File: src/sv/ccart_pkg.sv
`timescale 1ns / 1ps
// ccart_pkg: shared types, angle constants and elaboration-time table builders
// for the cylindrical to Cartesian converter. No dependencies.
package ccart_pkg;

	typedef enum logic [1:0] {
		AXIS_X = 2'd0,
		AXIS_Y = 2'd1,
		AXIS_Z = 2'd2
	} axis_t;

	typedef struct packed {
		logic signed [31:0] x;
		logic signed [31:0] y;
		logic signed [31:0] z;
	} coord_t;

	localparam logic signed [63:0] PI_Q58      = 64'sh0C90FDAA22168C23;
	localparam logic signed [63:0] HALF_PI_Q58 = 64'sh06487ED5110B4612;
	localparam logic signed [63:0] TWO_PI_Q58  = 64'sh1921FB54442D1847;
	localparam logic [63:0]        QUARTER_PI_Q62 = 64'h3243F6A8885A308D;

	// Restoring shift-subtract divide, used only for constants.
	function automatic logic [63:0] udiv64(input logic [63:0] n, input logic [63:0] d);
		logic [63:0] q;
		logic [64:0] rem;
		q   = '0;
		rem = '0;
		for (int b = 63; b >= 0; b--) begin
			rem = {rem[63:0], n[b]};
			if (rem >= {1'b0, d}) begin
				rem  = rem - {1'b0, d};
				q[b] = 1'b1;
			end
		end
		return q;
	endfunction

	// atan(2^-i) in Q.62 by series.
	function automatic logic [63:0] atan_q62(input int i);
		logic [63:0] acc;
		logic [63:0] term;
		int m;
		acc = '0;
		if (i == 0)
			return QUARTER_PI_Q62;
		for (int k = 0; k < 32; k++) begin
			m = i * (2 * k + 1);
			if (m <= 62) begin
				term = udiv64(64'd1 << (62 - m), 64'(2 * k + 1));
				if ((k % 2) == 0)
					acc = acc + term;
				else
					acc = acc - term;
			end
		end
		return acc;
	endfunction

	function automatic logic [63:0] isqrt64(input logic [63:0] n_in);
		logic [63:0] n;
		logic [63:0] res;
		logic [63:0] bitv;
		n    = n_in;
		res  = '0;
		bitv = 64'd1 << 62;
		for (int j = 0; j < 32; j++) begin
			if (bitv > n)
				bitv = bitv >> 2;
		end
		for (int j = 0; j < 32; j++) begin
			if (bitv != 0) begin
				if (n >= res + bitv) begin
					n   = n - (res + bitv);
					res = (res >> 1) + bitv;
				end else begin
					res = res >> 1;
				end
				bitv = bitv >> 2;
			end
		end
		return res;
	endfunction

	// CORDIC gain K in Q.30 for a given iteration count.
	function automatic logic [63:0] gain_q30(input int steps);
		logic [63:0] v;
		v = 64'd1 << 61;
		for (int i = 1; i <= 31; i++) begin
			if (i < steps)
				v = v - udiv64(v, (64'd1 << (2 * i)) + 64'd1);
		end
		return isqrt64(v >> 2);
	endfunction

endpackage

File: src/sv/ccart_stage.sv
`timescale 1ns / 1ps
// ccart_stage: one registered CORDIC rotation step with its arctangent
// constant. Depends on ccart_pkg.
module ccart_stage #(
	parameter int DATA_BITS = 32,
	parameter int STEP      = 0
) (
	input  logic                        clk,
	input  logic                        arst_n,
	input  logic                        in_valid,
	input  logic signed [63:0]          in_x,
	input  logic signed [63:0]          in_y,
	input  logic signed [DATA_BITS-1:0] in_z,
	output logic                        out_valid,
	output logic signed [63:0]          out_x,
	output logic signed [63:0]          out_y,
	output logic signed [DATA_BITS-1:0] out_z
);
	import ccart_pkg::*;

	localparam int ROM_SHIFT = 65 - DATA_BITS;
	localparam logic [63:0] ATAN_Q62 = atan_q62(STEP);
	localparam logic [63:0] ATAN_RND = (ATAN_Q62 + (64'd1 << (ROM_SHIFT - 1))) >> ROM_SHIFT;
	localparam logic signed [DATA_BITS-1:0] ATAN = ATAN_RND[DATA_BITS-1:0];

	logic signed [63:0] dx, dy;

	assign dx = in_y >>> STEP;
	assign dy = in_x >>> STEP;

	always_ff @(posedge clk or negedge arst_n) begin
		if (!arst_n)
			out_valid <= 1'b0;
		else
			out_valid <= in_valid;
	end

	always_ff @(posedge clk) begin
		if (!in_z[DATA_BITS-1]) begin
			out_x <= in_x - dx;
			out_y <= in_y + dy;
			out_z <= in_z - ATAN;
		end else begin
			out_x <= in_x + dx;
			out_y <= in_y - dy;
			out_z <= in_z + ATAN;
		end
	end

endmodule

File: config.mk
export PLATFORM = sky130hd
export DESIGN_NAME = ccart_stage
export DESIGN_NICKNAME = d
export VERILOG_FILES = /design/src/sv/ccart_pkg.sv /design/src/sv/ccart_stage.sv
export SDC_FILE = /design/constraint.sdc
export NUM_CORES = 1
export LEC_CHECK = 0
export BUFFER_PORTS_ARGS = -buffer_cell sky130_fd_sc_hd__buf_2
export CORE_MARGIN = 2
export CORE_UTILIZATION = 51
export DETAILED_ROUTE_END_ITERATION = 6
export PLACE_DENSITY = 0.77
export SYNTH_ARGS = -nofsm -noshare
export SYNTH_HDL_FRONTEND = slang
export SYNTH_SLANG_ARGS = --single-unit
File: constraint.sdc
create_clock -name clk -period 0.8 [get_ports clk]
set_input_delay 0.24 -clock clk [delete_from_list [all_inputs] [get_ports clk]]
set_output_delay 0.24 -clock clk [all_outputs]
set_load 0.005 [all_outputs]
==> results.cfg, run 1 <==
[floorplan]
rows = 66
die_w_um = 186.0
start_util_pct = 51.91
top_level_ports = 324
die_y_um = 186.0

[global_route]
grt_pass1_vias = 32420
grt_overflow = 122
grt_usage_pct = 81.75
grt_start_max_net_pins = 62
grt_pass1_wl_mm = 211.8

[yosys]
syn-cell-area_mm2 = 0.01689
synth_top_flop_cell = dfxtp_1
synth_edf_count = 0
async_flop_share_pct = 0.6250
yosysSeqAreaShare_pct = 18.99
synth_fp_nets = 2679
ys_types = 79
synth-seq-cells = 160
syn-mean-instance-area_um2 = 7.408
synth_cells = 2280
synth_warnings = 0

[run_status]
failed_stage = global routing (5_1_grt)
status = aborted with a tool error
stop_error = [ERROR GRT-0116] Global routing finished with congestion. Check the congestion regions in the DRC Viewer.

[clock_tree]
htree_levels = 4
clock-sinks = 160
cts_buffer_depth = 2
cts_root_buf = clkbuf_16
cts_buffers = 17

[placed_design]
dp.cells = 3841
hpwl_mm = 65.47
gp_congestion = 1.077
portBuffers = 323
[logic make-up after synthesis]
| logic type | count (synthesis) | synth area share (%) |
|---|---|---|
| DFF | 160 | 18.99 |
| xor gates and xnor gates | 148 | 7.675 |
| muxes | 43 | 2.571 |
| and+or+nand+nor | 559 | 15.78 |
| AOI/OAI and AO/OA | 815 | 30.17 |
| buffers and inverters | 319 | 7.201 |
| adders and majority gates | 236 | 17.62 |
[what timing repair did]
action,4_1_cts
buffers inserted,124
resized for setup,621
pin swaps,270
endpoints found under the setup margin,315
endpoints found under the hold margin,4
hold buffers,4
[cell usage after synthesis (all sizes together), types with 39 or more instances]
cell type	instances	area share (%)
o21ai	156	4.6
dfxtp	159	19
clkbuf	66	1.5
xnor2	133	6.9
a21oi	309	9.2
a21o	47	2.1
nand2	123	2.7
nor3	47	1.4
mux2i	40	2.4
nand3	41	1.2
o21bai	69	3.1
nor2	184	4.1
ha	233	17
o31ai	39	1.8
nand4	45	1.7
inv	212	4.7
[layer usage]
metal	GRT usage (%)	GRT overflow
met1	80.05	2
met2	94.77	57
met3	71.55	4
met4	83.02	59
met5	44.44	0
[per-stage QoR]
step                cell area, um2  setup WS, ps  setup TNS (ps)
floorplan                    17940         -2100         -226270
CTS                          30550         -2044         -273280
detailed placement           26250         -3008         -321170
global placement             26250         -3015         -312070
==> run 2: changes to the inputs <==
Settings changed: CORE_UTILIZATION 51 to 36, PLACE_DENSITY 0.77 to not set, PLACE_DENSITY_LB_ADDON set to 0.15.
Clock period 0.8 ns to 1 ns, I/O delays scaled along.
==> run 2 against run 1 <==
  * Synthesized area unchanged
  * Synthesized cell count unchanged
  * The flow now finishes, with violations (setup timing)
==> results.cfg, run 2 <==
[clock_tree]
clock-sinks = 160
cts_buffers = 17
clk_pin_slew_ps = 70
cts_buffer_depth = 2
htree_levels = 4
cts_root_buf = clkbuf_16
tritoncts = yes

[critical_path]
crit_type = in2reg
required_ps = 1420
worstSetupEndpointType = flop
cp_max_fo = 3
cp-start-kind = primary input
crit_arrival_ps = 3370

[cells_and_area]
drive_gt1_share_pct = 56.95
mostFrequentLayoutCells = 955 x buf_4, 234 x buf_2, 225 x buf_6, 208 x a21oi_1, 182 x inv_1
regMostFlops = out_x
finalNetCount = 4040
area_delta_synth_final_pct = 96.51
final_common_cell = buf_4
largest_reg_flops = 64
largestRegisters = out_x (64), out_y (63), out_z (32)

[power]
swShare_pct = 38.27
p_int_mw = 23.96
vdd_drop_max_v = 0.001334
p_leak_nw = 15.54
switchingPower_mw = 14.85
seqPwrFrac_pct = 22.6
clkPwrFrac_pct = 19.5
comb_power_share_pct = 57.9
power.density_mw_per_mm2 = 1169

[route]
drt-pass1-iter-count = 5
drc = 0
ant_nets = 0
vias_per_cell = 5.420
vias = 23120
dr.first_iter.drc_count = 1642
wl_per_cell_um = 21.03
wl_mm = 89.69

[placed_design]
portBuffers = 323
hpwl_mm = 67.01
gp_congestion = 1.015
place_ws_ps = -2625

[global_route]
grt_overflow = 0
grt_pass1_wl_mm = 127.7
antenna_found_initial = 4
grt_pass1_vias = 23000
grt_start_max_net_pins = 55
grt_usage_pct = 34.44

[floorplan]
rows = 79
top_level_ports = 324
die_w_um = 220.6
die_area_mm2 = 0.04866
start_util_pct = 36.36
die_y_um = 220.6
core_mm2 = 0.04646

[sta]
slew_viol_final = 0
fin_ws_ps = -1955
max_clock_freq_mhz = 338.4
setup_viol = 313
worst_hold_slack_ps = 53.16
finalCriticalPeriod_ps = 2955
relSlewSlack_pct = 14.64
worst_pin_slew_ps = 1280
grt_setup_unrepaired = yes
fin_crit_sh_pct = 295.5
report.final.hold_viol_count = 0

[yosys]
synth_fp_nets = 2679
syn-mean-instance-area_um2 = 7.408
synth_cells = 2280
yosysSeqAreaShare_pct = 18.99
synth_top_area_share_pct = 18.85
synth_top_flop_cell = dfxtp_1
synth-seq-cells = 160
ys_types = 79
synth_warnings = 0
yosysTopAreaCell = dfxtp_1
async_flop_share_pct = 0.6250
synth_edf_count = 0
syn-cell-area_mm2 = 0.01689
yosysMostFrequentCell = a21oi_1
yosys-top-cells-count = 308 x a21oi_1, 233 x ha_1, 212 x inv_1
yosys-top-cells-area = dfxtp_1 19%, ha_1 17%, a21oi_1 9.1%, xnor2_1 6.9%, inv_1 4.7%

[run_status]
violations = setup timing
status = complete, but fails checks

[hold_path]
hp-class = in2reg

[job]
maxCapViolations = 0
run 2: cell counts after synthesis:
No cell type changed its count.
run 2: power groups by stage:
stage / Clock [mW] / Combinational, mW / Sequential [mW]
4_1_cts: 7.68 / 20.0 / 8.56
3_3_place_gp: 0 / 17.0 / 8.54
3_5_place_dp: 0 / 17.0 / 8.56
6_report: 7.58 / 22.5 / 8.77
5_1_grt: 7.88 / 23.8 / 8.88
2_1_floorplan: 0 / 7.55 / 8.66
run 2: logic make-up (layout without fill, tap and decap cells):
| group | Yosys count | in the layout | share of synthesized area (%) |
|---|---|---|---|
| AND/OR/NAND/NOR | 559 | 559 | 15.78 |
| buffers and inverters | 319 | 1693 | 7.201 |
| flip-flops | 160 | 160 | 18.99 |
| XOR/XNOR | 148 | 148 | 7.675 |
| other | 0 | 4 | 0 |
| adder cells (fa/ha/maj) | 236 | 236 | 17.62 |
| AO/OA/AOI/OAI | 815 | 815 | 30.17 |
| multiplexers | 43 | 43 | 2.571 |
run 2: final timing paths:
kind	start	to	slack, ps	cells after the start
max	in_y[0]	out_y[60]$_DFF_P_	-1960	14
min	in_z[2]	out_z[2]$_DFF_P_	50	3
min in group asynchronous	arst_n	out_valid$_DFF_PN0_	100	2
max in group asynchronous	arst_n	out_valid$_DFF_PN0_	820	2
run 2: worst max-delay path, cell delays in order:
cell and delay [ps]:
buf_8 100, ha_4 160, fa_2 390, nor2b_4 150, o21ai_4 190, o311ai_4 130, a32oi_2 250, buf_4 180
nor2_4 30, or4_4 450, a311oi_4 480, nand2b_4 250, o211a_1 160, xnor2_1 130
run 2: final cells by class:
cell class / count / area, um2
clock inverter: 12 / 181.4
tap: 607 / 759.5
sequential: 160 / 3313
inverter: 217 / 900.9
fill: 3627 / 13270
clock buffer: 20 / 446.7
multi-input combinational: 1801 / 16200
antenna: 4 / 10.01
timing repair buffer: 1444 / 11380
run 2: metal layers:
layer  up-vias  global-route usage (%)  share of wire (%)
met5         -                       0             0.0089
met4         2                   15.09                4.1
met3       213                   6.227                6.8
met2       938                   56.12                 47
met1     11090                   44.41                 42
li1      10880                       -                  -
run 2: timing repair:
item / CTS / global route
setup endpoints to repair: 313 / 312
pin swaps: 251 / 250
cloned: 1 / 2
setup buffers: 156 / 93
hold buffers: 4 / 0
gates resized for setup: 625 / 350
endpoints found under the hold margin: 4 / 0
run 2: metrics by stage:
stage	total power [mW]	setup TNS, ps	util (%)	instance area, um2	instances
2_1_floorplan	16.21	-204570	-	17940	2280
3_3_place_gp	25.50	-304140	57.59	26750	4044
3_5_place_dp	25.59	-305150	57.59	26750	4044
4_1_cts	36.24	-239580	67.30	31270	4210
5_1_grt	40.52	-261680	71.42	33180	4261
6_report	38.81	-251030	71.44	33190	4265
(Power assumes the default switching activity.)
