<file path="src/sv/ccart_pkg.sv">
`timescale 1ns / 1ps
// ccart_pkg: shared types, angle constants and elaboration-time table builders
// for the cylindrical to Cartesian converter. No dependencies.
package ccart_pkg;

	typedef enum logic [1:0] {
		AXIS_X = 2'd0,
		AXIS_Y = 2'd1,
		AXIS_Z = 2'd2
	} axis_t;

	typedef struct packed {
		logic signed [31:0] x;
		logic signed [31:0] y;
		logic signed [31:0] z;
	} coord_t;

	localparam logic signed [63:0] PI_Q58      = 64'sh0C90FDAA22168C23;
	localparam logic signed [63:0] HALF_PI_Q58 = 64'sh06487ED5110B4612;
	localparam logic signed [63:0] TWO_PI_Q58  = 64'sh1921FB54442D1847;
	localparam logic [63:0]        QUARTER_PI_Q62 = 64'h3243F6A8885A308D;

	// Restoring shift-subtract divide, used only for constants.
	function automatic logic [63:0] udiv64(input logic [63:0] n, input logic [63:0] d);
		logic [63:0] q;
		logic [64:0] rem;
		q   = '0;
		rem = '0;
		for (int b = 63; b >= 0; b--) begin
			rem = {rem[63:0], n[b]};
			if (rem >= {1'b0, d}) begin
				rem  = rem - {1'b0, d};
				q[b] = 1'b1;
			end
		end
		return q;
	endfunction

	// atan(2^-i) in Q.62 by series.
	function automatic logic [63:0] atan_q62(input int i);
		logic [63:0] acc;
		logic [63:0] term;
		int m;
		acc = '0;
		if (i == 0)
			return QUARTER_PI_Q62;
		for (int k = 0; k < 32; k++) begin
			m = i * (2 * k + 1);
			if (m <= 62) begin
				term = udiv64(64'd1 << (62 - m), 64'(2 * k + 1));
				if ((k % 2) == 0)
					acc = acc + term;
				else
					acc = acc - term;
			end
		end
		return acc;
	endfunction

	function automatic logic [63:0] isqrt64(input logic [63:0] n_in);
		logic [63:0] n;
		logic [63:0] res;
		logic [63:0] bitv;
		n    = n_in;
		res  = '0;
		bitv = 64'd1 << 62;
		for (int j = 0; j < 32; j++) begin
			if (bitv > n)
				bitv = bitv >> 2;
		end
		for (int j = 0; j < 32; j++) begin
			if (bitv != 0) begin
				if (n >= res + bitv) begin
					n   = n - (res + bitv);
					res = (res >> 1) + bitv;
				end else begin
					res = res >> 1;
				end
				bitv = bitv >> 2;
			end
		end
		return res;
	endfunction

	// CORDIC gain K in Q.30 for a given iteration count.
	function automatic logic [63:0] gain_q30(input int steps);
		logic [63:0] v;
		v = 64'd1 << 61;
		for (int i = 1; i <= 31; i++) begin
			if (i < steps)
				v = v - udiv64(v, (64'd1 << (2 * i)) + 64'd1);
		end
		return isqrt64(v >> 2);
	endfunction

endpackage

</file>
<file path="src/sv/ccart_finish.sv">
`timescale 1ns / 1ps
// ccart_finish: rounds Q.46 results to Q16.16, saturates and places them in
// their slots, with bypass for the unused axis code. Depends on ccart_pkg.
module ccart_finish (
	input  logic               clk,
	input  logic               arst_n,
	input  logic               in_valid,
	input  logic signed [63:0] in_vx,
	input  logic signed [63:0] in_vy,
	input  ccart_pkg::coord_t  raw,
	input  logic [1:0]         axis,
	output logic               done,
	output logic signed [31:0] out_x,
	output logic signed [31:0] out_y,
	output logic signed [31:0] out_z,
	output logic               saturated
);
	import ccart_pkg::*;

	localparam logic signed [63:0] RND  = 64'sd1 <<< 29;
	localparam logic signed [63:0] QMAX = 64'sh000000007FFFFFFF;
	localparam logic signed [63:0] QMIN = -64'sh0000000080000000;

	logic signed [63:0] qx, qy;
	logic signed [31:0] cx, cy;
	logic               sx, sy;
	coord_t             res;
	logic               res_sat;

	assign qx = (in_vx + RND) >>> 30;
	assign qy = (in_vy + RND) >>> 30;

	always_comb begin
		sx = 1'b1;
		sy = 1'b1;
		if (qx > QMAX)
			cx = 32'sh7FFFFFFF;
		else if (qx < QMIN)
			cx = 32'sh80000000;
		else begin
			cx = qx[31:0];
			sx = 1'b0;
		end
		if (qy > QMAX)
			cy = 32'sh7FFFFFFF;
		else if (qy < QMIN)
			cy = 32'sh80000000;
		else begin
			cy = qy[31:0];
			sy = 1'b0;
		end
		res     = raw;
		res_sat = sx | sy;
		unique case (axis)
			AXIS_X: begin
				res.y = cx;
				res.z = cy;
			end
			AXIS_Y: begin
				res.z = cx;
				res.x = cy;
			end
			AXIS_Z: begin
				res.x = cx;
				res.y = cy;
			end
			default: res_sat = 1'b0;
		endcase
	end

	always_ff @(posedge clk or negedge arst_n) begin
		if (!arst_n)
			done <= 1'b0;
		else
			done <= in_valid;
	end

	always_ff @(posedge clk) begin
		out_x     <= res.x;
		out_y     <= res.y;
		out_z     <= res.z;
		saturated <= res_sat;
	end

endmodule

</file>
<file path="config.mk">
export PLATFORM = sky130hd
export DESIGN_NAME = ccart_finish
export DESIGN_NICKNAME = d
export VERILOG_FILES = /design/src/sv/ccart_pkg.sv /design/src/sv/ccart_finish.sv
export SDC_FILE = /design/constraint.sdc
export NUM_CORES = 1
export LEC_CHECK = 0
export ABC_AREA = 1
export BUFFER_PORTS_ARGS = -buffer_cell sky130_fd_sc_hd__buf_2
export CORE_UTILIZATION = 40
export DETAILED_ROUTE_END_ITERATION = 7
export GPL_TIMING_DRIVEN = 0
export PLACE_DENSITY = 0.8
export SLEW_MARGIN = 20
export SYNTH_ARGS = -nofsm -noshare
export SYNTH_HDL_FRONTEND = slang
export SYNTH_SLANG_ARGS = --single-unit
</file>
<file path="constraint.sdc">
create_clock -name clk -period 0.8 [get_ports clk]
set_input_delay 0.04 -clock clk [delete_from_list [all_inputs] [get_ports clk]]
set_output_delay 0.04 -clock clk [all_outputs]
set_load 0.01 [all_outputs]
</file>
# Yosys cells after proc, flatten, opt, wreduce, memory -nomap -nowiden
# Index checks and enable logic that the tools add are counted.
word_totals:
  register_bits: 98
  inputBits: 229
  output_inout_bits: 98
  wordCells: 27
op_classes:
  n_lt_le_gt_ge: 4
  n_bitwise: 1
  muxes: 11
  reduce_logical: 2
  add_sub_neg: 2
  n_eq_ne: 2
op_table:
  columns: ["operator", "n"]
  rows:
  - ["$pmux W32 S2", 3]
  - ["$add A64 B31 Y64 const B", 2]
  - ["$mux W32", 4]
  - ["$gt A34 B32 Y1 const B", 2]
  - ["$lt A34 B32 Y1 const B", 2]
  - ["$mux W1", 4]
  - ["$reduce_or A3 Y1", 1]
  - ["$eq A2 B1 Y1 const B", 1]
  - ["$eq A2 B2 Y1 const B", 1]
  - ["$logic_not A2 Y1", 1]
  - ["$or A1 B1 Y1", 1]

# Longest topological paths before layout
depth:
  ltp_word: 5
  depth_mapped: 17
  ltp_nobuf: 16

# Worst setup path before layout
# OpenSTA, ideal clock, no wires.
synth_timing:
  kind: "input to register"
  startpoint: "input in_vx[29]"
  endpoint: "register out_x[17]"
  arrival_ns: 1.528
  setup_slack_ns: -0.841
  cell_stages: 15
  setup_ns: 0.113
  required_time_ns: 0.687
  n_path_buf: 1
  path_cell_list: "ha_1 inv_2 nor2_4 nand2_2 nor2_4 nand3_1 nand2_1 nand2_1 o21ai_2 buf_4 nand2_1 nand2_1 nand2_1 nand2_1 nand2_1"
synth_lines:
  columns: ["element", "line_no", "rtl"]
  rows:
  - ["start: declaration", "ccart_finish.sv:8", "input logic signed [63:0] in_vx,"]
  - ["end signal: assignment", "ccart_finish.sv:79", "out_x <= res.x;"]
  - ["end: declaration", "ccart_finish.sv:13", "output logic signed [31:0] out_x,"]

==> impl_metrics.py <==
metrics = {
    "power": {
        "leakage_nw": 5.71,
        "clkPwrFrac": 0.269,
        "pwr-share-comb": 0.377,
        "switching_share": 0.367,
        "intPower_w": 0.0105,
        "powerDensity_nw_per_um2": 1460,
        "seqPwrFrac": 0.354,
        "irDropWorstVdd_uv": 1180,
        "power_switching_w": 0.00607,
    },
    "clock_tree": {
        "ctsLongestPathBuffers": 2,
        "clock_sinks": 98,
        "tritoncts": "done",
        "cts_root_buffer": "clkbuf_16",
        "h-tree-depth": 3,
        "clkTransAtPathRegs_ns": 0.09,
        "cts-buffers-inserted": 9,
    },
    "floorplanning": {
        "start_util": 0.413,
        "dieArea_um2": 16300,
        "dieHeight_um": 128,
        "core_area_um2": 15300,
        "die_w_um": 128,
        "rows": 45,
        "boundaryPins": 327,
    },
    "timing": {
        "finalSetupViolCount": 195,
        "min_period_ns": 1.71,
        "setup_slack_ns": -0.905,
        "slew_viol_final": 0,
        "grt_setup_unrepaired": "yes",
        "fmax_mhz": 586,
        "worst_pin_slew_ns": 0.952,
        "slew_headroom": 0.365,
        "min_period_over_period": 2.13,
        "finalHoldViolations": 0,
    },
    "global_route": {
        "grt_max_degree": 18,
        "antenna_found_initial": 0,
        "track_usage": 0.369,
        "grt_pass1_vias": 8596,
        "grt_overflow": 0,
        "grt_pass1_wl_um": 45500,
    },
    "logic_synthesis": {
        "synth_fp_nets": 1324,
        "syn_inst": 1089,
        "yosysSeqAreaShare": 0.311,
        "synth_seq_cells": 98,
        "synth_area_um2": 6330,
        "synth_area_per_cell_um2": 5.81,
        "synth_cell_types": 27,
        "synth_warnings": 0,
    },
    "route": {
        "ant_nets": 0,
        "drc": 1,
        "wl_per_cell_um": 20.3,
        "totalWireLength_um": 35100,
        "drt_iter0_drc": 1365,
        "vias": 9656,
        "firstDrtPassIters": 8,
        "vias_per_cell": 5.59,
    },
    "setup_path": {
        "worstPathCellList": "buf_8 > ha_4 > nand2_4 > nor2_4 > buf_6 > nand2_4 > nor2_4 > nand2_1 > nand2_1 > nand2_2 > o21ai_4 > buf_12 > buf_12 > nand2_8 > nand2_2 > nand2_2 > nand2_1 > nand2_1",
        "worst_path_max_delay_cell": "buf_12",
        "crit_required_ns": 1.06,
        "slowest_delay_ns": 0.17,
        "cp_data_arrival_time_ns": 1.96,
        "crit_fanout": 7,
        "path_class": "primary input to flop",
        "start_kind": "primary input",
        "cp_common_cell": "nand2_1",
        "crit_path_end_kind": "flop",
        "crit_start": "in_vy[29]",
    },
    "job": {
        "maxCapViolations": 0,
    },
    "place": {
        "gp_congestion": 0.956,
        "dp_cells": 1568,
        "placed_cell_area_um2": 8010,
        "portBuffers": 268,
        "preCtsSetupSlack_ns": -1.36,
        "dpl.hpwl_um": 21600,
    },
    "final_layout": {
        "final_cells": 1728,
        "antenna_cells": 0,
        "area_growth_pct": 78.6,
        "nets": 1747,
        "drive_gt1_frac": 0.419,
        "final_cell_area_um2": 11300,
        "utilization": 0.738,
    },
    "status": {
        "outcome": "finished with violations",
        "violations": "design-rule violations, negative setup slack",
    },
    "worst_hold_path": {
        "hold_class": "primary input to flop",
        "hold_path_startpoint": "axis[0]",
    },
}
-- critical path: cells and delay by family --
family,cells,cell delay (ns)
fa+ha+maj,1,0.13
buf+inv,4,0.55
compound gates,1,0.15
simple gates,12,1.08
-- sequential cells by signal (all words and copies together), names as in the netlist --
name	flops
saturated	1
out_x	32
done	1
out_z	32
out_y	32
-- through the flow --
step	total power (W)	TNS (ns)	hold slack [ns]
global route	0.0170	-83.83	0.0354
floorplan	0.00779	-62.33	-0.256
global placement	0.00967	-111.30	-0.184
CTS	0.0150	-66.53	0.00663
detailed placement	0.00970	-113.42	-0.184
finish	0.0165	-77.12	0.0398
-- cell type report --
type                    count  area (µm²)
inverters                  51         191
fillers                  1108        4010
clock buffers              10         239
well taps                 211         264
plain buffers              46         307
flip-flops and latches     98        2050
multi-input cells         894        5010
clock inverters             6        48.8
repair buffers            412        3200
-- placed cells by master (no fill, tap or decap), types with 3 or more instances in the layout --
| cell type | n |
|---|---|
| nand2_8 | 11 |
| nand2_4 | 46 |
| buf_6 | 80 |
| dfxtp_1 | 34 |
| dfxtp_2 | 63 |
| nor3b_1 | 3 |
| nor2_2 | 15 |
| xnor2_1 | 18 |
| nand2_2 | 93 |
| xor2_1 | 38 |
| inv_1 | 47 |
| buf_1 | 10 |
| buf_2 | 206 |
| nand4_1 | 9 |
| nor3_1 | 7 |
| nand2_1 | 482 |
| ha_1 | 4 |
| buf_8 | 5 |
| clkbuf_16 | 10 |
| nand3_1 | 54 |
| nor2_1 | 54 |
| nor2_4 | 10 |
| inv_2 | 4 |
| dlygate4sd3_1 | 99 |
| buf_4 | 29 |
| buf_12 | 7 |
| nand3b_1 | 3 |
| clkbuf_2 | 5 |
| clkbuf_1 | 16 |
| nand3_2 | 33 |
-- repair_timing --
action	in CTS	in global routing
hold buffers	99	0
pin swaps	54	65
hold endpoints to repair	98	0
setup endpoints to repair	195	195
gates resized for setup	227	233
gates cloned	6	3
setup buffers	27	9
-- logic make-up after synthesis --
logic type,after synthesis,synth area share
flops,98,0.311
compound gates,4,0.00455
buf+inv,97,0.0664
fa+ha+maj,6,0.0119
simple gates,827,0.527
xor+xnor,57,0.0789
-- layer usage --
metal	track usage	wire, µm
met1	0.447	12400
met2	0.615	15500
met3	0.0639	4280
met4	0.212	2870
met5	0	0
-- final timing paths --
| path | endpoint | depth (start not counted) | slack, ns |
|---|---|---|---|
| setup / recovery | out_x[8] | 18 | -0.91 |
| hold / removal | saturated | 3 | 0.04 |
| max in group asynchronous | done | 3 | 0.13 |
| min in group asynchronous | done | 3 | 0.56 |
-- synth_stat cells (all sizes together) --
master / number / area (µm²)
buf: 25 / 150
nand4: 9 / 56.3
and3: 1 / 6.26
and2: 2 / 12.5
nor2: 79 / 337
xnor2: 19 / 166
inv: 51 / 191
nand3b: 3 / 22.5
a21oi: 1 / 5.00
nor3: 9 / 45.0
a31oi: 1 / 6.26
ha: 6 / 75.1
o21ai: 2 / 17.5
xor2: 38 / 333
nor3b: 3 / 22.5
clkbuf: 21 / 78.8
nand2: 632 / 2380
dfxtp: 97 / 1940
dfrtp: 1 / 25.0
nand3: 89 / 450
-- power by group through the flow --
stage / logic [W] / clock network (W) / registers (W)
after detailed placement: 0.00396 / 0 / 0.00574
final: 0.00623 / 0.00445 / 0.00584
after CTS: 0.00501 / 0.00428 / 0.00571
after global placement: 0.00394 / 0 / 0.00574
after floorplan: 0.00176 / 0 / 0.00603
after global routing: 0.00648 / 0.00461 / 0.00586
Power figures use the tool's default switching activity.
