[src/sv/ccart_pkg.sv]
`timescale 1ns / 1ps
// ccart_pkg: shared types, angle constants and elaboration-time table builders
// for the cylindrical to Cartesian converter. No dependencies.
package ccart_pkg;

	typedef enum logic [1:0] {
		AXIS_X = 2'd0,
		AXIS_Y = 2'd1,
		AXIS_Z = 2'd2
	} axis_t;

	typedef struct packed {
		logic signed [31:0] x;
		logic signed [31:0] y;
		logic signed [31:0] z;
	} coord_t;

	localparam logic signed [63:0] PI_Q58      = 64'sh0C90FDAA22168C23;
	localparam logic signed [63:0] HALF_PI_Q58 = 64'sh06487ED5110B4612;
	localparam logic signed [63:0] TWO_PI_Q58  = 64'sh1921FB54442D1847;
	localparam logic [63:0]        QUARTER_PI_Q62 = 64'h3243F6A8885A308D;

	// Restoring shift-subtract divide, used only for constants.
	function automatic logic [63:0] udiv64(input logic [63:0] n, input logic [63:0] d);
		logic [63:0] q;
		logic [64:0] rem;
		q   = '0;
		rem = '0;
		for (int b = 63; b >= 0; b--) begin
			rem = {rem[63:0], n[b]};
			if (rem >= {1'b0, d}) begin
				rem  = rem - {1'b0, d};
				q[b] = 1'b1;
			end
		end
		return q;
	endfunction

	// atan(2^-i) in Q.62 by series.
	function automatic logic [63:0] atan_q62(input int i);
		logic [63:0] acc;
		logic [63:0] term;
		int m;
		acc = '0;
		if (i == 0)
			return QUARTER_PI_Q62;
		for (int k = 0; k < 32; k++) begin
			m = i * (2 * k + 1);
			if (m <= 62) begin
				term = udiv64(64'd1 << (62 - m), 64'(2 * k + 1));
				if ((k % 2) == 0)
					acc = acc + term;
				else
					acc = acc - term;
			end
		end
		return acc;
	endfunction

	function automatic logic [63:0] isqrt64(input logic [63:0] n_in);
		logic [63:0] n;
		logic [63:0] res;
		logic [63:0] bitv;
		n    = n_in;
		res  = '0;
		bitv = 64'd1 << 62;
		for (int j = 0; j < 32; j++) begin
			if (bitv > n)
				bitv = bitv >> 2;
		end
		for (int j = 0; j < 32; j++) begin
			if (bitv != 0) begin
				if (n >= res + bitv) begin
					n   = n - (res + bitv);
					res = (res >> 1) + bitv;
				end else begin
					res = res >> 1;
				end
				bitv = bitv >> 2;
			end
		end
		return res;
	endfunction

	// CORDIC gain K in Q.30 for a given iteration count.
	function automatic logic [63:0] gain_q30(input int steps);
		logic [63:0] v;
		v = 64'd1 << 61;
		for (int i = 1; i <= 31; i++) begin
			if (i < steps)
				v = v - udiv64(v, (64'd1 << (2 * i)) + 64'd1);
		end
		return isqrt64(v >> 2);
	endfunction

endpackage

[src/sv/ccart_reduce.sv]
`timescale 1ns / 1ps
// ccart_reduce: three-stage front end: slot select and 2*pi wrap, pi fold,
// angle rounding and radius-times-gain multiply. Depends on ccart_pkg.
module ccart_reduce #(
	parameter int CORDIC_STEPS = 24,
	parameter int DATA_BITS    = 32
) (
	input  logic                        clk,
	input  logic                        arst_n,
	input  logic                        in_valid,
	input  ccart_pkg::coord_t           in_coord,
	input  logic [1:0]                  axis,
	output logic                        out_valid,
	output logic signed [63:0]          out_vx,
	output logic signed [DATA_BITS-1:0] out_z
);
	import ccart_pkg::*;

	localparam int IN_SHIFT = 61 - DATA_BITS;
	localparam logic signed [63:0] IN_HALF = 64'sd1 <<< (IN_SHIFT - 1);
	localparam logic [29:0] GAIN = 30'(gain_q30(CORDIC_STEPS));

	logic               v_s1, v_s2;
	logic signed [31:0] r_s1;
	logic signed [63:0] t_s1, t_s2;
	logic signed [32:0] r_s2;

	logic signed [31:0] r_sel, th_sel;
	logic signed [63:0] t_raw, t_wrap, t_fold, t_rnd;
	logic               neg;
	logic signed [64:0] prod;

	always_comb begin
		unique case (axis)
			AXIS_X: begin
				r_sel  = in_coord.y;
				th_sel = in_coord.z;
			end
			AXIS_Y: begin
				r_sel  = in_coord.z;
				th_sel = in_coord.x;
			end
			default: begin
				r_sel  = in_coord.x;
				th_sel = in_coord.y;
			end
		endcase
		t_raw = {{2{th_sel[31]}}, th_sel, 30'b0};
		if (t_raw > PI_Q58)
			t_wrap = t_raw - TWO_PI_Q58;
		else if (t_raw < -PI_Q58)
			t_wrap = t_raw + TWO_PI_Q58;
		else
			t_wrap = t_raw;
	end

	always_comb begin
		neg = 1'b0;
		if (t_s1 > HALF_PI_Q58) begin
			t_fold = t_s1 - PI_Q58;
			neg    = 1'b1;
		end else if (t_s1 < -HALF_PI_Q58) begin
			t_fold = t_s1 + PI_Q58;
			neg    = 1'b1;
		end else begin
			t_fold = t_s1;
		end
	end

	assign t_rnd = (t_s2 + IN_HALF) >>> IN_SHIFT;
	assign prod  = r_s2 * $signed({2'b00, GAIN});

	always_ff @(posedge clk or negedge arst_n) begin
		if (!arst_n) begin
			v_s1      <= 1'b0;
			v_s2      <= 1'b0;
			out_valid <= 1'b0;
		end else begin
			v_s1      <= in_valid;
			v_s2      <= v_s1;
			out_valid <= v_s2;
		end
	end

	always_ff @(posedge clk) begin
		r_s1   <= r_sel;
		t_s1   <= t_wrap;
		r_s2   <= neg ? -{r_s1[31], r_s1} : {r_s1[31], r_s1};
		t_s2   <= t_fold;
		out_z  <= t_rnd[DATA_BITS-1:0];
		out_vx <= prod[63:0];
	end

endmodule

[config.mk]
export PLATFORM = sky130hd
export DESIGN_NAME = ccart_reduce
export DESIGN_NICKNAME = d
export VERILOG_FILES = /design/src/sv/ccart_pkg.sv /design/src/sv/ccart_reduce.sv
export SDC_FILE = /design/constraint.sdc
export NUM_CORES = 2
export LEC_CHECK = 0
export ABC_AREA = 1
export BUFFER_PORTS_ARGS = -buffer_cell sky130_fd_sc_hd__buf_2
export CORE_MARGIN = 4
export CORE_UTILIZATION = 53
export DETAILED_ROUTE_END_ITERATION = 16
export GPL_ROUTABILITY_DRIVEN = 1
export PLACE_DENSITY_LB_ADDON = 0.3
export SYNTH_ARGS = -nofsm -noshare
export SYNTH_HDL_FRONTEND = slang
export SYNTH_SLANG_ARGS = --single-unit
[constraint.sdc]
create_clock -name clk -period 21.6 [get_ports clk]
set_input_delay 2.16 -clock clk [delete_from_list [all_inputs] [get_ports clk]]
set_output_delay 2.16 -clock clk [all_outputs]
set_load 0.01 [all_outputs]
Word-level counts from Yosys, hierarchy flattened
Cells that the tools add are included.
- bits of input ports: 101
- logic and storage cells: 31
- output and inout bits: 97
- register bits after elaboration: 288
- reductions and logical operators: 1
- add/sub/neg operators: 6
- eq/ne operators: 1
- multipliers: 1
- order comparisons: 4
- muxes and demuxes: 9
- operator list (operator ; number):
    2-to-1 mux 64 bit ; 2
    one-hot mux 32 bit (2 select lines) ; 2
    2-to-1 mux 61 bit ; 2
    > comparator 64 x 60 -> 1 bit, second input constant ; 1
    < comparator 64 x 60 -> 1 bit, second input constant ; 1
    adder 62 x 62 -> 63 bit, second input constant ; 1
    multiplier 33 x 30 -> 63 bit, second input constant ; 1
    subtractor 62 x 62 -> 63 bit, second input constant ; 1
    > comparator 62 x 61 -> 1 bit, second input constant ; 1
    < comparator 62 x 61 -> 1 bit, second input constant ; 1
    adder 61 x 30 -> 61 bit, second input constant ; 1
    adder 61 bit, second input constant ; 1
    subtractor 61 bit, second input constant ; 1
    2-to-1 mux 33 bit ; 1
    negator 33 bit ; 1
    == test 2 x 1 -> 1 bit, second input constant ; 1
    zero test 2 bit ; 1
    2-to-1 mux 1 bit ; 2

Longest topological paths before layout
- depth after elaboration: 5
- mapped depth: 31
- mapped depth without buffers: 31

Least setup slack after synthesis
Ideal clock, no wire load.
- kind: register to register
- start: register r_s2[32]
- end: register out_vx[61]
- path buffers: 2
- library setup time: 113 ps
- cell stages (with the launch flop): 24
- required time: 21487 ps
- period minus slack after synthesis: 7149 ps
- path slack: 14451 ps
- arrival time: 7036 ps
- cell sequence: dfxtp_1 clkbuf_1 inv_1 clkbuf_1 nand2_1 nand2_1 xor2_1 inv_1 fa_1 fa_1 fa_1 fa_1 inv_1 fa_1 inv_1 ha_1 a21oi_1 nor2_1 nor2_1 o21ai_0 a221oi_1 nand3_1 nand2_1 nand2_1
- cells in the longest elaborated chain, start to end: 1
- RTL lines (what ; line ; source):
    start: declaration ; ccart_reduce.sv:26 ; logic signed [32:0] r_s2;
    start signal: assignment ; ccart_reduce.sv:88 ; r_s2 <= neg ? -{r_s1[31], r_s1} : {r_s1[31], r_s1};
    multiplier 33 x 30 -> 63 bit ; ccart_reduce.sv:71 ; assign prod = r_s2 * $signed({2'b00, GAIN});
    via prod[61] ; ccart_reduce.sv:31 ; logic signed [64:0] prod;
    end signal: assignment ; ccart_reduce.sv:91 ; out_vx <= prod[63:0];
    end: declaration ; ccart_reduce.sv:14 ; output logic signed [63:0] out_vx,
The timed path passes the listed nets, and every way through them passes these cells.

Final worst setup path
- start: register r_s2[8]
- end: register out_vx[50]
The elaborated chain is that of the path after synthesis.

==> flow_metrics.py <==
metrics = {
    "run_status": {
        "run_status": "completed",
    },
    "floorplanning": {
        "die_h_um": 263.0,
        "rows": 93,
        "chipWidth_um": 263.0,
        "dieArea_sq_mm": 0.06919,
        "initial_core_util_pct": 53.48,
        "ioPinCount": 198,
        "core-area_sq_mm": 0.06446,
    },
    "critical_path": {
        "r2r_start": "r_s2[8]",
        "cpMaxStageDelayCell": "dfxtp_1",
        "worst-setup-path-type": "flop to flop",
        "cp.arrival_ns": 7.80,
        "reg2reg_depth": 25,
        "endpoint_kind": "flop",
        "cp-start-kind": "flop",
        "crit_fanout": 8,
        "ff2ff_setup_slack_ns": 14.29,
        "cpLargestDelayFamily": "adder cells",
        "crit_required_ns": 22.09,
        "timing.rr.end": "out_vx[50]",
        "path_buf_inv": 5,
        "slowest_delay_ns": 0.57,
    },
    "sta": {
        "period_needed_ns": 7.306,
        "fmax_ghz": 0.1369,
        "grt_setup_unrepaired": "false",
        "drv_slew": 0,
        "fin_worst_skew_ns": 0.01921,
        "fin_tns_setup_ns": 0,
        "relSlewSlack_pct": 34.15,
        "hold_violations": 0,
        "worst-slew-pin-transition_ns": 0.9817,
        "fin_crit_sh_pct": 33.82,
        "setup_viol": 0,
    },
    "drt": {
        "wl_per_cell_um": 19.48,
        "vias_per_cell": 5.330,
        "drt-total-wl_um": 109200,
        "drc": 0,
        "first_pass_iters": 8,
        "ant_nets": 0,
        "initialDrtViolationCount": 2489,
        "num_vias": 29880,
    },
    "hold_path": {
        "holdPathEnd": "v_s2",
        "hp-start": "v_s1",
        "whs_path_depth": 0,
        "hold_path.class": "flop to flop",
    },
    "synthesis": {
        "syn_nets": 5498,
        "seq_area_frac_synth_pct": 13.46,
        "syn_inst": 4565,
        "synth_area_sq_mm": 0.03447,
        "ys_ff_latch": 231,
        "async_reset_ff_share_pct": 1.299,
        "synth.largest_area_cell": "fa_1",
        "synth_cell_type_count": 53,
        "synth_top_area_share_pct": 25.20,
        "synth_edf_count": 0,
        "ys_warn_count": 0,
        "synthFlopType": "dfxtp_1",
        "synthTopCellsByArea": "fa_1 (25%), ha_1 (14%), dfxtp_1 (13%), inv_1 (12%), nand2_1 (9.9%)",
        "avgSynthCellArea_sq_um": 7.552,
    },
    "clocking": {
        "clock-root-buffer": "clkbuf_16",
        "htreeDepth": 1,
        "cts_setup_buffers": 0,
        "cts_sinks": 231,
        "cts_hold_buffers": 0,
        "clockBufferDepth": 3,
        "cts_tree": "yes",
        "ctsResizeCount": 0,
        "clk_pin_slew_worst_paths_ns": 0.07,
        "clkLatencyLatePin_ns": 0.60,
        "cts_buffers": 27,
    },
    "grt": {
        "grt_usage_pct": 31.11,
        "grt.overflow.total": 0,
        "first_global_vias": 30220,
        "grt_max_degree": 64,
        "grt_pass1_wl_um": 170000,
        "antenna_found_initial": 3,
    },
    "cells_and_area": {
        "final_common_cell": "inv_1",
        "synthToLayoutAreaGrowth_pct": 7.858,
        "nets": 5662,
        "drive_gt1_share_pct": 6.589,
        "final_cell_mix": "inv_1 (1061), nand2_1 (909), fa_1 (434), ha_1 (398), nor2_1 (347)",
    },
    "job": {
        "drv_cap": 0,
    },
    "place": {
        "gp_congestion": 1.075,
        "hpwl_um": 94860,
        "portBuffers": 196,
    },
}
==> cell families (layout without fill, tap and decap cells) <==
family	count (synthesis)	in the layout	synth area share (%)
other	1	3	0.01088
and+or+nand+nor	1650	1650	20.09
AOI/OAI and AO/OA	454	454	7.607
DFF	231	231	13.46
xor gates and xnor gates	248	248	6.301
muxes	1	1	0.02904
buffers and inverters	1148	1333	12.86
adders and majority gates	832	832	39.65
==> sequential cells by signal, summed over array words and instances, names as in the netlist <==
name / cells
out_vx: 63
t_s1: 35
t_s2: 33
out_z: 32
v_s1: 1
out_valid: 1
r_s2: 33
v_s2: 1
r_s1: 32
==> cells in the mapped netlist (all sizes together) (15+ instances only) <==
library cell and count:
xor2 192, a21oi 156, inv 1071, o21ai 159
a22oi 18, o221ai 16, nor2 358, nand4 33
nand3 233, nor3 53, a31oi 19, xnor2 56
clkbuf 29, or2 19, dfxtp 228, nand2 915
nor4 15, fa 434, ha 398, a21o 28
o21bai 25, buf 42
==> routing by layer <==
layer	vias up	part of all wire, %	track usage, %
li1	14330	-	-
met1	14150	41	39.28
met2	1140	48	54.21
met3	260	6.3	3.776
met4	0	5.1	12.90
met5	-	0	0
==> cell type report <==
cell class / count / area, sq um
diodes: 2 / 5.005
clock buffers: 33 / 738.2
clock inverters: 17 / 227.7
fillers: 6188 / 27280
inverters: 1077 / 4043
multi-input cells: 3186 / 25400
flip-flops and latches: 231 / 4641
well taps: 855 / 1070
repair buffers: 206 / 1056
==> per-stage QoR <==
step / utilization, % / area [sq um] / hold WS [ns] / setup WS, ns / cells
after floorplan: - / 34470 / 0.3308 / 14.45 / 4565
after global placement: 56.17 / 36210 / 0.3347 / 14.43 / 5555
after detailed placement: 56.17 / 36210 / 0.3370 / 14.40 / 5555
after CTS: 57.67 / 37180 / 0.3547 / 14.41 / 5605
after global routing: 57.67 / 37180 / 0.3596 / 14.02 / 5605
final: 57.68 / 37180 / 0.3518 / 14.29 / 5607
==> worst max path at each step <==
stage | cells past startpoint | to | slack, ns | from
2_1_floorplan | 23 | out_vx[61] | 14.45 | r_s2[32]
3_3_place_gp | 25 | out_vx[58] | 14.43 | r_s2[32]
3_5_place_dp | 25 | out_vx[50] | 14.40 | r_s2[8]
4_1_cts | 25 | out_vx[58] | 14.41 | r_s2[32]
5_1_grt | 25 | out_vx[50] | 14.02 | r_s2[8]
6_report | 25 | out_vx[50] | 14.29 | r_s2[8]
Power is not shown: default switching activity piles up to over one toggle a cycle in this logic, so the estimate is an artifact.
